$ cat config.mk
export PLATFORM = sky130hd
export DESIGN_NAME = magstripe_track_bit_decoder_core
export DESIGN_NICKNAME = d
export VERILOG_FILES = /design/src/rtl/mstd_pkg.sv /design/src/rtl/mstd_cfg.sv /design/src/rtl/mstd_engine.sv /design/src/rtl/magstripe_track_bit_decoder_core.sv
export SDC_FILE = /design/constraint.sdc
export NUM_CORES = 1
export LEC_CHECK = 0
export BUFFER_PORTS_ARGS = -buffer_cell sky130_fd_sc_hd__buf_2
export CORE_MARGIN = 2
export CORE_UTILIZATION = 43
export DETAILED_ROUTE_END_ITERATION = 12
export SYNTH_ARGS = -nofsm -noshare
export SYNTH_HDL_FRONTEND = slang
export SYNTH_HIERARCHICAL = 1
export SYNTH_SLANG_ARGS = --single-unit
$ cat constraint.sdc
create_clock -name clk -period 8.5 [get_ports clk]
set_clock_uncertainty 0.05 [all_clocks]
set_input_delay 0.85 -clock clk [delete_from_list [all_inputs] [get_ports clk]]
set_output_delay 0.85 -clock clk [all_outputs]
set_load 0.05 [all_outputs]
$ cat src/rtl/mstd_pkg.sv
`default_nettype none

package mstd_pkg;

	typedef enum logic [1:0] {
		MODE_SEARCH = 2'd0,
		MODE_TRACK2 = 2'd1,
		MODE_TRACK1 = 2'd2,
		MODE_DONE   = 2'd3
	} mode_t;

	localparam logic [1:0] REQ_STROBE = 2'd0;
	localparam logic [1:0] REQ_TICK   = 2'd1;
	localparam logic [1:0] REQ_REARM  = 2'd2;

	localparam logic [1:0] CFG_TIMEOUT_TICKS     = 2'd0;
	localparam logic [1:0] CFG_MIN_CHARS         = 2'd1;
	localparam logic [1:0] CFG_TIMEOUT_COMPLETES = 2'd2;
	localparam logic [1:0] CFG_LINE_INVERTED     = 2'd3;

	localparam logic [4:0] SENT_TRACK2 = 5'h0B;
	localparam logic [6:0] SENT_TRACK1 = 7'h45;
	localparam logic [4:0] END_TRACK2  = 5'h1F;
	localparam logic [6:0] END_TRACK1  = 7'h1F;
	localparam logic [2:0] LEN_TRACK2  = 3'd5;
	localparam logic [2:0] LEN_TRACK1  = 3'd7;
	localparam logic [7:0] IDLE_MAX    = 8'hFF;

	localparam logic [7:0] RST_TIMEOUT_TICKS = 8'd7;
	localparam logic [6:0] RST_MIN_CHARS     = 7'd5;

	typedef struct packed {
		logic [7:0] timeout_ticks;
		logic [6:0] min_chars;
		logic       timeout_completes;
		logic       line_inverted;
	} cfg_t;

	typedef struct packed {
		logic       char_valid;
		logic [5:0] char_value;
		logic [5:0] char_index;
		logic       track_one;
		logic       frame_done;
		logic       frame_error;
		logic       timed_out;
		logic       card_ready;
	} res_t;

endpackage

`default_nettype wire

$ cat src/rtl/mstd_cfg.sv
`default_nettype none

module mstd_cfg
	import mstd_pkg::*;
(
	input  wire logic       clk,
	input  wire logic       arst_n,
	input  wire logic       cfg_wr_en,
	input  wire logic [1:0] cfg_index,
	input  wire logic [7:0] cfg_data,
	output cfg_t            cfg
);

	cfg_t cfg_q;

	always_ff @(posedge clk or negedge arst_n) begin
		if (!arst_n) begin
			cfg_q.timeout_ticks     <= RST_TIMEOUT_TICKS;
			cfg_q.min_chars         <= RST_MIN_CHARS;
			cfg_q.timeout_completes <= 1'b0;
			cfg_q.line_inverted     <= 1'b1;
		end else if (cfg_wr_en) begin
			case (cfg_index)
				CFG_TIMEOUT_TICKS:     cfg_q.timeout_ticks     <= cfg_data;
				CFG_MIN_CHARS:         cfg_q.min_chars         <= cfg_data[6:0];
				CFG_TIMEOUT_COMPLETES: cfg_q.timeout_completes <= cfg_data[0];
				CFG_LINE_INVERTED:     cfg_q.line_inverted     <= cfg_data[0];
				default: ;
			endcase
		end
	end

	assign cfg = cfg_q;

endmodule

`default_nettype wire

$ cat src/rtl/mstd_engine.sv
`default_nettype none

module mstd_engine
	import mstd_pkg::*;
#(
	parameter int MAX_CHARS = 64
) (
	input  wire logic       clk,
	input  wire logic       arst_n,
	input  wire logic       step,
	input  wire logic [1:0] req,
	input  wire logic       raw,
	input  wire cfg_t       cfg,
	output res_t            res
);

	localparam int CW   = $clog2(MAX_CHARS);
	localparam int CMPW = ((CW > 7) ? CW : 7) + 1;
	localparam logic [CMPW-1:0] OVF_LIMIT = CMPW'(MAX_CHARS - 2);

	mode_t           mode_q, mode_n;
	logic [6:0]      win_q, win_n;
	logic [2:0]      bc_q, bc_n;
	logic            par_q, par_n;
	logic [CW-1:0]   cc_q, cc_n;
	logic [7:0]      idle_q, idle_n;
	logic            ready_q, ready_n;
	logic            trk_q, trk_n;

	logic            one;
	logic [6:0]      win_sh;
	logic [2:0]      bc_inc;
	logic            par_x;
	logic [2:0]      len;
	logic [5:0]      code;
	logic            is_end;
	logic [CMPW-1:0] pos_w;
	logic [CMPW-1:0] cc_inc;
	logic [7:0]      idle_inc;
	logic            v_n, done_n, err_n, tout_n, restart;

	assign one      = cfg.line_inverted ? ~raw : raw;
	assign win_sh   = {one, win_q[6:1]};
	assign bc_inc   = bc_q + 3'd1;
	assign par_x    = par_q ^ one;
	assign len      = (mode_q == MODE_TRACK2) ? LEN_TRACK2 : LEN_TRACK1;
	assign pos_w    = CMPW'(cc_q);
	assign cc_inc   = pos_w + CMPW'(1);
	assign idle_inc = (idle_q == IDLE_MAX) ? idle_q : idle_q + 8'd1;

	always_comb begin
		if (mode_q == MODE_TRACK2) begin
			code   = {2'b00, win_sh[5:2]};
			is_end = (win_sh[6:2] == END_TRACK2);
		end else begin
			code   = win_sh[5:0];
			is_end = (win_sh == END_TRACK1);
		end
	end

	// next state
	always_comb begin
		mode_n  = mode_q;
		win_n   = win_q;
		bc_n    = bc_q;
		par_n   = par_q;
		cc_n    = cc_q;
		idle_n  = idle_q;
		ready_n = ready_q;
		trk_n   = trk_q;
		v_n     = 1'b0;
		done_n  = 1'b0;
		err_n   = 1'b0;
		tout_n  = 1'b0;
		restart = 1'b0;
		case (req)
			REQ_STROBE: begin
				idle_n = '0;
				if (mode_q != MODE_DONE) begin
					win_n = win_sh;
				end
				case (mode_q)
					MODE_SEARCH: begin
						if (win_sh[6:2] == SENT_TRACK2) begin
							mode_n = MODE_TRACK2;
							trk_n  = 1'b0;
							bc_n   = '0;
							par_n  = 1'b0;
						end else if (win_sh == SENT_TRACK1) begin
							mode_n = MODE_TRACK1;
							trk_n  = 1'b1;
							bc_n   = '0;
							par_n  = 1'b0;
						end
					end
					MODE_TRACK2, MODE_TRACK1: begin
						bc_n  = bc_inc;
						par_n = par_x;
						if (bc_inc == len) begin
							if (!par_x) begin
								err_n = 1'b1;
							end else begin
								bc_n  = '0;
								par_n = 1'b0;
								cc_n  = cc_inc[CW-1:0];
								if (cc_inc > OVF_LIMIT) begin
									err_n = 1'b1;
								end else if (is_end && (cc_inc < CMPW'(cfg.min_chars))) begin
									err_n = 1'b1;
								end else begin
									v_n = 1'b1;
									if (is_end) begin
										mode_n  = MODE_DONE;
										ready_n = 1'b1;
										done_n  = 1'b1;
									end
								end
							end
							restart = err_n;
						end
					end
					default: ;
				endcase
			end
			REQ_TICK: begin
				if (!ready_q && (cc_q != '0)) begin
					idle_n = idle_inc;
					if (idle_inc > cfg.timeout_ticks) begin
						if (cfg.timeout_completes) begin
							ready_n = 1'b1;
							mode_n  = MODE_DONE;
							done_n  = 1'b1;
						end else begin
							restart = 1'b1;
							tout_n  = 1'b1;
						end
					end
				end
			end
			REQ_REARM: begin
				ready_n = 1'b0;
				restart = 1'b1;
			end
			default: ;
		endcase
		if (restart) begin
			mode_n = MODE_SEARCH;
			win_n  = '0;
			bc_n   = '0;
			par_n  = 1'b0;
			cc_n   = '0;
			idle_n = '0;
			trk_n  = 1'b0;
		end
	end

	// result word
	always_comb begin
		res.char_valid  = v_n;
		res.char_value  = v_n ? code : '0;
		res.char_index  = v_n ? pos_w[5:0] : '0;
		res.track_one   = trk_n;
		res.frame_done  = done_n;
		res.frame_error = err_n;
		res.timed_out   = tout_n;
		res.card_ready  = ready_n;
	end

	always_ff @(posedge clk or negedge arst_n) begin
		if (!arst_n) begin
			mode_q  <= MODE_SEARCH;
			win_q   <= '0;
			bc_q    <= '0;
			par_q   <= 1'b0;
			cc_q    <= '0;
			idle_q  <= '0;
			ready_q <= 1'b0;
			trk_q   <= 1'b0;
		end else if (step) begin
			mode_q  <= mode_n;
			win_q   <= win_n;
			bc_q    <= bc_n;
			par_q   <= par_n;
			cc_q    <= cc_n;
			idle_q  <= idle_n;
			ready_q <= ready_n;
			trk_q   <= trk_n;
		end
	end

endmodule

`default_nettype wire

$ cat src/rtl/magstripe_track_bit_decoder_core.sv
`default_nettype none

// Magnetic-stripe track I / track II bit decoder. Each input word is a data
// bit strobe, a tick or a rearm request; each one yields exactly one result
// word carrying any decoded character with its frame index and the frame
// status flags. A word is registered at the input, decoded against the frame
// state and registered at the output, so one word is taken every cycle;
// throughput drops only while the output is stalled with both registers full.
// Configuration must be written through cfg_wr_en/cfg_index/cfg_data only
// while idle; the block itself does not enforce this.
module magstripe_track_bit_decoder_core
	import mstd_pkg::*;
#(
	parameter int MAX_CHARS = 64
) (
	input  wire logic       clk,
	input  wire logic       arst_n,

	input  wire logic       cfg_wr_en,
	input  wire logic [1:0] cfg_index,
	input  wire logic [7:0] cfg_data,

	input  wire logic       in_valid,
	output logic            in_stall,
	input  wire logic [1:0] req_type,
	input  wire logic       data_bit,

	output logic            out_valid,
	input  wire logic       out_stall,
	output logic            char_valid,
	output logic [5:0]      char_value,
	output logic [5:0]      char_index,
	output logic            track_one,
	output logic            frame_done,
	output logic            frame_error,
	output logic            timed_out,
	output logic            card_ready
);

	cfg_t       cfg;
	res_t       res;
	res_t       res_s2;
	logic       valid_s1;
	logic [1:0] req_s1;
	logic       bit_s1;
	logic       valid_s2;
	logic       advance;
	logic       take;

	assign advance  = valid_s1 && (!valid_s2 || !out_stall);
	assign in_stall = valid_s1 && !advance;
	assign take     = in_valid && !in_stall;

	mstd_cfg u_cfg (
		.clk       (clk),
		.arst_n    (arst_n),
		.cfg_wr_en (cfg_wr_en),
		.cfg_index (cfg_index),
		.cfg_data  (cfg_data),
		.cfg       (cfg)
	);

	mstd_engine #(
		.MAX_CHARS (MAX_CHARS)
	) u_engine (
		.clk    (clk),
		.arst_n (arst_n),
		.step   (advance),
		.req    (req_s1),
		.raw    (bit_s1),
		.cfg    (cfg),
		.res    (res)
	);

	always_ff @(posedge clk or negedge arst_n) begin
		if (!arst_n) begin
			valid_s1 <= 1'b0;
		end else if (take) begin
			valid_s1 <= 1'b1;
		end else if (advance) begin
			valid_s1 <= 1'b0;
		end
	end

	always_ff @(posedge clk) begin
		if (take) begin
			req_s1 <= req_type;
			bit_s1 <= data_bit;
		end
	end

	always_ff @(posedge clk or negedge arst_n) begin
		if (!arst_n) begin
			valid_s2 <= 1'b0;
		end else if (advance) begin
			valid_s2 <= 1'b1;
		end else if (!out_stall) begin
			valid_s2 <= 1'b0;
		end
	end

	always_ff @(posedge clk) begin
		if (advance) begin
			res_s2 <= res;
		end
	end

	assign out_valid   = valid_s2;
	assign char_valid  = res_s2.char_valid;
	assign char_value  = res_s2.char_value;
	assign char_index  = res_s2.char_index;
	assign track_one   = res_s2.track_one;
	assign frame_done  = res_s2.frame_done;
	assign frame_error = res_s2.frame_error;
	assign timed_out   = res_s2.timed_out;
	assign card_ready  = res_s2.card_ready;

endmodule

`default_nettype wire
After elaboration in Yosys (flattened, before gate mapping)

Index checks and enable logic that the tools add are counted.

Mux-type cells: 86
Equal/unequal tests: 26
Magnitude comparators: 3
Add/sub/neg operators: 3
Bitwise logic cells: 3
Reduce and logical (&&, ||, !) cells: 34

Operators with widths:

| cell                                                          | count |
|---|---|
| two-way mux 1 bit                                             | 48 |
| two-way mux 6 bit                                             | 5 |
| two-way mux 2 bit                                             | 12 |
| two-way mux 8 bit                                             | 3 |
| two-way mux 7 bit                                             | 3 |
| two-way mux 3 bit                                             | 6 |
| inequality test 4 x 2 -> 1 bit, second input constant         | 4 |
| one-hot mux 8 bit (2 select lines)                            | 1 |
| AND reduction 12 bit                                          | 1 |
| nonzero test 2 bit                                            | 6 |
| adder 8 x 1 -> 8 bit, second input constant                   | 1 |
| equality test 2 bit, second input constant                    | 4 |
| equality test 8 bit, second input constant                    | 1 |
| greater-than comparator 8 x 6 -> 1 bit, second input constant | 1 |
| greater-than comparator 8 bit                                 | 1 |
| less-than comparator 8 x 7 -> 1 bit                           | 1 |
| inequality test 4 x 3 -> 1 bit, second input constant         | 2 |
| one-hot mux 2 bit (2 select lines)                            | 2 |
| AND reduction 2 bit                                           | 4 |
| adder 6 x 1 -> 7 bit, second input constant                   | 1 |
| equality test 7 x 5 -> 1 bit, second input constant           | 1 |
| equality test 7 bit, second input constant                    | 1 |
| equality test 2 x 1 -> 1 bit, second input constant           | 3 |
| logical NOT 2 bit                                             | 3 |
| other kinds (25)                                              | 40 |

Output and inout port bits: 20
Bits in registers: 69
Input port bits: 18

Logic depth before layout (Yosys ltp)

Gate-level depths: netlist of the first run.

Depth after elaboration: 13
Mapped depth: 17

By module

Netlist of the first run, hierarchy kept.

By module, submodules not included:

| module                           | area an instance (um^2) | seq. area each (um^2) | cells each | instances |
|---|---|---|---|---|
| mstd_engine                      | 2531.2                  | 700.7                 | 300        | 1 |
| magstripe_track_bit_decoder_core | 723.2                   | 680.7                 | 29         | 1 |
| mstd_cfg                         | 666.9                   | 432.9                 | 38         | 1 |

Worst setup path after synthesis of the first run

OpenSTA, ideal clock, no wires.

Kind: input to register
From: input out_stall
To: register u_engine.idle_q[6]
Data required time: 8.384 ns
Data arrival time: 3.741 ns
Stages: 5
Slack: 4.643 ns
Cell sequence: a21boi_0 > nand2_1 > or3_1 > inv_1 > a22o_1

Longest elaborated chain between the ends: 4

Ends and longest elaborated chain:

| item                                 | RTL line                               | source |
|---|---|---|
| start: declaration                   | magstripe_track_bit_decoder_core.sv:29 | `input wire logic out_stall,` |
| logical NOT 1 bit                    | --                                     |  |
| logical OR 1 bit                     | magstripe_track_bit_decoder_core.sv:50 | `assign advance = valid_s1 && (!valid_s2 \|\| !out_stall);` |
| logical AND 1 bit                    | magstripe_track_bit_decoder_core.sv:50 |  |
| AND reduction 3 bit (no source line) | --                                     |  |
| end signal: assignment               | mstd_engine.sv:185                     | `idle_q <= idle_n;` |
| end: declaration                     | mstd_engine.sv:26                      | `logic [7:0] idle_q, idle_n;` |

Every way passes these cells.
A chain may end at the register's enable or synchronous reset.

Final worst setup path of the first run

From: register u_engine.idle_q[0]
To: register u_engine.bc_q[1]

Longest elaborated chain between the ends: 8
Elaborated cells on any way between the ends: 12
Classes of those cells: add/sub (1); order compare (1); eq/ne (2); mux (5); reduce/logical (3)

Ends and longest elaborated chain:

| item                                                                          | RTL line           | source |
|---|---|---|
| adder 8 x 1 -> 8 bit or equality test 8 bit (tied branches)                   | mstd_engine.sv:49  | `assign idle_inc = (idle_q == IDLE_MAX) ? idle_q : idle_q + 8'd1;` |
| two-way mux 8 bit (*)                                                         | mstd_engine.sv:49  |  |
| greater-than comparator 8 bit (*)                                             | mstd_engine.sv:128 | `if (idle_inc > cfg.timeout_ticks) begin` |
| two-way mux 1 bit (*)                                                         | mstd_engine.sv:128 |  |
| two-way mux 1 bit (*)                                                         | mstd_engine.sv:126 | `if (!ready_q && (cc_q != '0)) begin` |
| one-hot mux 1 bit (3 select lines) (*)                                        | mstd_engine.sv:76  | `case (req)` |
| inequality test 4 x 1 -> 1 bit (no source line), or another cell as far along | --                 |  |
| AND reduction 4 bit (no source line)                                          | --                 |  |
| end signal: assignment                                                        | mstd_engine.sv:182 | `bc_q <= bc_n;` |
| end: declaration                                                              | mstd_engine.sv:23  | `logic [2:0] bc_q, bc_n;` |

Mark *: on every way between the ends. The rest lies on a longest branch, timed or not.

==> results of run 1 <==
-- state kept, by name, summed over array words and instances (netlist names), 3 cells and up --
| name | cells |
|---|---|
| u_engine/bc_q | 3 |
| u_engine/idle_q | 8 |
| u_engine/cc_q | 6 |
| char_index | 6 |
| u_cfg/cfg | 17 |
| char_value | 6 |
| u_engine/win_q | 6 |
-- worst paths after layout --
kind / start / end / depth (start not counted)
max in group asynchronous: arst_n / u_engine/mode_q[1]$_DFFE_PN0P_ / 1
worst max-delay path: u_engine/idle_q[0]$_DFFE_PN0P_ / u_engine/bc_q[1]$_DFFE_PN0P_ / 14
min in group asynchronous: arst_n / u_engine/ready_q$_DFFE_PN0P_ / 1
worst min register to register: valid_s1$_DFFE_PN0P_ / out_valid$_DFFE_PN0P_ / 1
worst max register to register: u_engine/idle_q[0]$_DFFE_PN0P_ / u_engine/bc_q[1]$_DFFE_PN0P_ / 14
worst min-delay path: valid_s1$_DFFE_PN0P_ / out_valid$_DFFE_PN0P_ / 1
-- cells by family (layout without fill, tap and decap cells) --
| family | after synthesis | count (layout) |
|---|---|---|
| fa+ha+maj | 22 | 22 |
| buf+inv | 49 | 87 |
| simple gates | 114 | 114 |
| compound gates | 78 | 78 |
| mux | 22 | 22 |
| xor+xnor | 14 | 14 |
| flops | 68 | 68 |
-- per-stage QoR --
step	area, sq um	worst slack [ns]	instances
4_1_cts	4370	4.72	513
2_1_floorplan	3920	4.64	367
3_3_place_gp	4160	4.91	497
5_1_grt	4370	4.33	513
6_report	4370	4.70	513
3_5_place_dp	4160	4.75	497
-- worst max-delay path: cells and delay by family, from the launching register on --
family	cells	cell delay [ns]
xor gates and xnor gates	1	0.14
DFF	1	0.43
buffers and inverters	1	0.14
AOI/OAI and AO/OA	5	1.05
and+or+nand+nor	5	1.37
adders and majority gates	2	0.52
-- layer usage --
layer  wire length [um]  vias to the layer above  share of wire  GRT usage
met5                  0                        -              0          0
met4                199                        0          0.024     0.0864
met3                382                       18          0.046     0.0408
met2               3790                       68           0.46      0.280
met1               3850                     1333           0.47      0.233
li1                   -                     1390              -          -
-- cell usage after synthesis, types with 8 or more instances --
master    instances  share of area
ha_1             22          0.070
inv_1            30          0.029
nand2_1          22          0.021
dfrtp_1          41           0.26
xnor2_1           9          0.020
mux2_2           19          0.055
edfxtp_1         21           0.16
a21oi_1          12          0.015
nor2_1           26          0.025
nand4_1           8          0.013
o21ai_0          10          0.013
a22o_1           15          0.034
-- final cells by class --
class,count,area share
clock buffer,13,0.0389
clock inverter,3,0.00973
inverter,33,0.0283
multi-input combinational,250,0.433
sequential,68,0.415
tap,108,0.0309
timing repair buffer,38,0.0441
-- power by group through the flow --
stage | Clock [mW] | Sequential [mW] | Combinational [mW]
after floorplan | 0 | 0.433 | 0.159
after global placement | 0 | 0.421 | 0.227
after detailed placement | 0 | 0.422 | 0.230
after CTS | 0.294 | 0.416 | 0.231
after global routing | 0.307 | 0.423 | 0.253
final | 0.286 | 0.416 | 0.229
==> run metrics, run 1 <==
hold crit path type=flop to flop; f_max=263 MHz; P_leak=1.89 nW; Skew-Pair Late Insertion Delay=0.35 ns; Post-Synth XOR/XNOR Area=0.0370; outcome=finished, final reports clean; Synth Register Bits=68; core area=8760 sq um; Final Max Slew Viols=0; ys flop type=dfrtp_1; CTS resizes=0; worst stage delay on the critical path=0.43 ns; largest family of logic cells by synthesized area=simple AND/OR/NAND/NOR gates; critical path arrival=4.00 ns; final number of setup-violating endpoints=0; Total GRT Usage=0.178; Finished Core Util=0.499; DRT iter0 DRCs=102; Post-Syn Area per Cell=10.7 sq um; die width=99.5 um; post-DR vias/cell=5.48; first-pass GRT wire length=13800 um; Sink Count=68; hpwl dp=6050 um; total power=0.932 mW; PD cells=213 nW/um^2; Reg area=1810 sq um; DR pass1 iterations=4; Die Span Y=99.5 um; hold slack=0.446 ns; yosys warns=6; Final min period=3.80 ns; fill count=806; CTS H-tree depth=3; EDFF count, synth=21; Overflow after GRT=0; Worst Tran Pin Value=1.10 ns; Setup crit start kind=flop; critical path peak fanout=7; share of cells above drive strength 1=0.247; count of cell types in the netlist=68; IO Pins=38; CP required=8.70 ns; Starting Density=0.447; wire per inst=16.0 um; Comb power frac=0.246; switching share of total power=0.323; Reg2Reg Setup Slack=4.70 ns; Post-Synthesis Cells=367; RePlAce Congestion=0.869; CTS tree=yes; Post-Synth Simple-Gate Area=0.164; CP dominant cell by count=ha_1; Mapped Nets=407; largest net degree at the start of global routing=48; Post-synth ARST share=0.691; die area=9900 sq um; Core Rows=34; Critical Path Sink Type=flop; Int Power=0.631 mW; initial antenna violation count=0; maximum vdd drop=93.4 uV; Worst-path clk slew=0.07 ns; CP max stage cell=dfrtp_1; Clock power frac=0.307; commonest cells after routing, fill and taps aside=dfrtp_1, buf_2, inv_1, nor2_1; vias in the first global route=2817; antenna diode count=0; complex-gate fraction of the synthesized area=0.148; Multi-input gate area=1890 sq um; relative slew slack=0.269; mux contribution to synthesized area=0.0622; Reg power frac=0.447; CP Cell Sequence=ha_1, and2_0, nand3_1, nand4_1, or2_2, xnor2_1, ha_1, a21oi_1, o21ai_0, o21ai_1, inv_2, nor2_1, a21boi_2, o32ai_1; final worst-path cycle share=0.447; CP Class=flop to flop; Synth Area in Adders=0.0702; # DRC=0; # Post-CTS Setup Buffers=0; deepest clock path buffer count=2; number of port buffers=37; RSZ-0062 raised after global routing=false; Synth-to-Final Area Change=11.5%; CTS Root Cell=clkbuf_8; Max Cap Violations=0; final WL=8220 um; setup TNS=0 ns; Final Hold Fails=0; Post-Synthesis Cell Area=3920 sq um; Seq/Total Area, Yosys=0.463; via count=2809; most common cell after layout, fill and taps aside=dfrtp_1; CTS Hold Bufs=0; antenna viol nets, final=0; nets@finish=440; Sw Pwr=0.301 mW; TritonCTS Buffers=9
Note: power is estimated with default switching activity, not from simulation.
==> run 2: changes to the inputs <==
Clock period 8.5 ns to 3.2 ns, I/O delays scaled along.
==> run metrics, run 2 (synthesis gave the netlist of run 1 again) <==
outcome=finished, final reports clean; wire per inst=15.7 um (-2.0%); Worst-path clk slew=0.08 ns (about the same); worst r2r src=u_engine/idle_q[0]$_DFFE_PN0P_; f_max=326 MHz (+24%); antenna viol nets, final=0 (unchanged); fill count=806 (unchanged); Final Max Slew Viols=0 (unchanged); switching share of total power=0.337 (+0.0135); CTS Hold Bufs=0 (unchanged); commonest cells after routing, fill and taps aside=dfrtp_1, buf_2, inv_1, buf_4, nor2_1; Skew-Pair Late Insertion Delay=0.35 ns (about the same); initial antenna violation count=0 (unchanged); P_leak=2.03 nW (+7.4%); CP required=3.44 ns (-5.26 ns); worst setup margin=0.136 ns (-4.57 ns); Sw Pwr=0.825 mW (+170%); Int Power=1.63 mW (+160%); maximum vdd drop=307 uV (+230%); DRT iter0 DRCs=98 (-3.9%); Starting Density=0.447 (unchanged); critical path peak fanout=6 (-1); max reg flops=17 (unchanged); Finished Layout Cells=537 (+4.7%); Placed Instances=514 (+3.4%); Die Span Y=99.5 um (unchanged); nets@finish=464 (+5.5%); final WL=8430 um (+2.6%); Critical path origin=u_engine/idle_q[0]$_DFFE_PN0P_; CTS Root Cell=clkbuf_8; r2r endpoint=u_engine/win_q[5]$_DFFE_PN0P_; DR pass1 iterations=4 (unchanged); share of cells above drive strength 1=0.326 (+0.0794); deepest clock path buffer count=2 (unchanged); Final min period=3.06 ns (-0.732 ns); Synth-to-Final Area Change=18.1%; final worst-path cycle share=0.957 (+0.511); Core Rows=34 (unchanged); CTS tree=yes; CP max stage cell=dfrtp_1; worst reg-to-reg path cell count=13 (-1); hold crit path type=input port to async pin; Comb power frac=0.268 (+0.022); Max Cap Violations=0 (unchanged); antenna diode count=0 (unchanged); post-placement setup slack=0.0430 ns (-4.70 ns); critical path arrival=3.30 ns (-0.70 ns); # DRC=0 (unchanged); PD cells=529 nW/um^2 (+150%); vias in the first global route=2881 (+2.3%); Worst Tran Pin Value=1.02 ns (-0.0799 ns); Sink Count=68 (unchanged); Finished Core Util=0.528 (+0.0296); hold slack=0.100 ns (-0.345 ns); Clock power frac=0.285 (-0.022); relative slew slack=0.322 (+0.0533); via count=2951 (+5.1%); die width=99.5 um (unchanged); Overflow after GRT=0 (unchanged); most common cell after layout, fill and taps aside=dfrtp_1; post-DR vias/cell=5.50 (+0.36%); Final Hold Fails=0 (unchanged); number of port buffers=37 (unchanged); CP Cell Sequence=ha_2, and2_1, nand3_4, mux2_2, ha_1, nor2b_1, o211ai_1, a21oi_2, o21ai_2, inv_2, buf_4, o31ai_4, a22o_1; TritonCTS Buffers=9 (unchanged); Setup crit start kind=flop; CTS H-tree depth=3 (unchanged); Reg2Reg Setup Slack=0.14 ns (-4.57 ns); Reg power frac=0.447 (about the same); RePlAce Congestion=0.855 (-1.6%); Placement Cell Area=4310 sq um (+3.7%); Final Instance Area=4630 sq um (+5.9%); first-pass GRT wire length=14200 um (+2.7%); Critical Path Sink Type=flop; IO Pins=38 (unchanged); largest net degree at the start of global routing=46 (-4.2%); final number of setup-violating endpoints=0 (unchanged); worst stage delay on the critical path=0.39 ns (-0.04 ns); CP Class=flop to flop; hpwl dp=6250 um (+3.3%); core area=8760 sq um (unchanged); die area=9900 sq um (unchanged); Total GRT Usage=0.182 (+0.00392)
==> run 2: worst max-delay path by stage <==
| stage | to | depth (start not counted) |
|---|---|---|
| floorplan | track_one$_DFFE_PP_ | 17 |
| global placement | u_engine/cc_q[2]$_DFFE_PN0P_ | 13 |
| detailed placement | u_engine/win_q[6]$_DFFE_PN0P_ | 13 |
| CTS | u_engine/win_q[6]$_DFFE_PN0P_ | 13 |
| global route | u_engine/mode_q[1]$_DFFE_PN0P_ | 15 |
| finish | u_engine/win_q[5]$_DFFE_PN0P_ | 13 |
==> run 2: layer usage <==
layer,track usage,vias up,part of all wire
li1,-,1440,-
met1,0.240,1447,0.48
met2,0.299,58,0.48
met3,0.0478,6,0.035
met4,0.0495,0,0.0078
met5,0,-,0
==> run 2: repair_timing <==
action | in CTS | in global routing
setup buffers | 0 | 7
endpoints found under the hold margin | 0 | 0
endpoints found under the setup margin | 0 | 39
gates resized for setup | 0 | 17
==> run 2: cell type report <==
cell class / count / area (sq um) / area share
Clock buffer: 12 / 166 / 0.0359
Clock inverter: 4 / 28.8 / 0.00621
Inverter: 33 / 126 / 0.0273
Multi-Input combinational cell: 250 / 1990 / 0.429
Sequential cell: 68 / 1820 / 0.392
Tap cell: 108 / 135 / 0.0292
Timing Repair Buffer: 62 / 373 / 0.0805
==> run 2: power by group through the flow <==
stage,Sequential [mW],Clock [mW],Combinational (mW)
floorplan,1.15,0,0.423
global placement,1.11,0,0.626
detailed placement,1.11,0,0.636
CTS,1.10,0.722,0.638
global route,1.11,0.758,0.728
finish,1.10,0.699,0.656
==> run 2: through the flow <==
stage / total power [mW] / TNS [ns]
after floorplan: 1.57 / 0
after global placement: 1.73 / 0
after detailed placement: 1.75 / 0
after CTS: 2.46 / 0
after global routing: 2.60 / -0.0847
final: 2.45 / 0
==> run 2: worst max-delay path, delay by kind of cell (launching register included) <==
family,cells,cell delay (ns)
compound gates,5,1.08
fa+ha+maj,2,0.47
simple gates,3,0.41
flops,1,0.39
mux,1,0.35
buf+inv,2,0.26
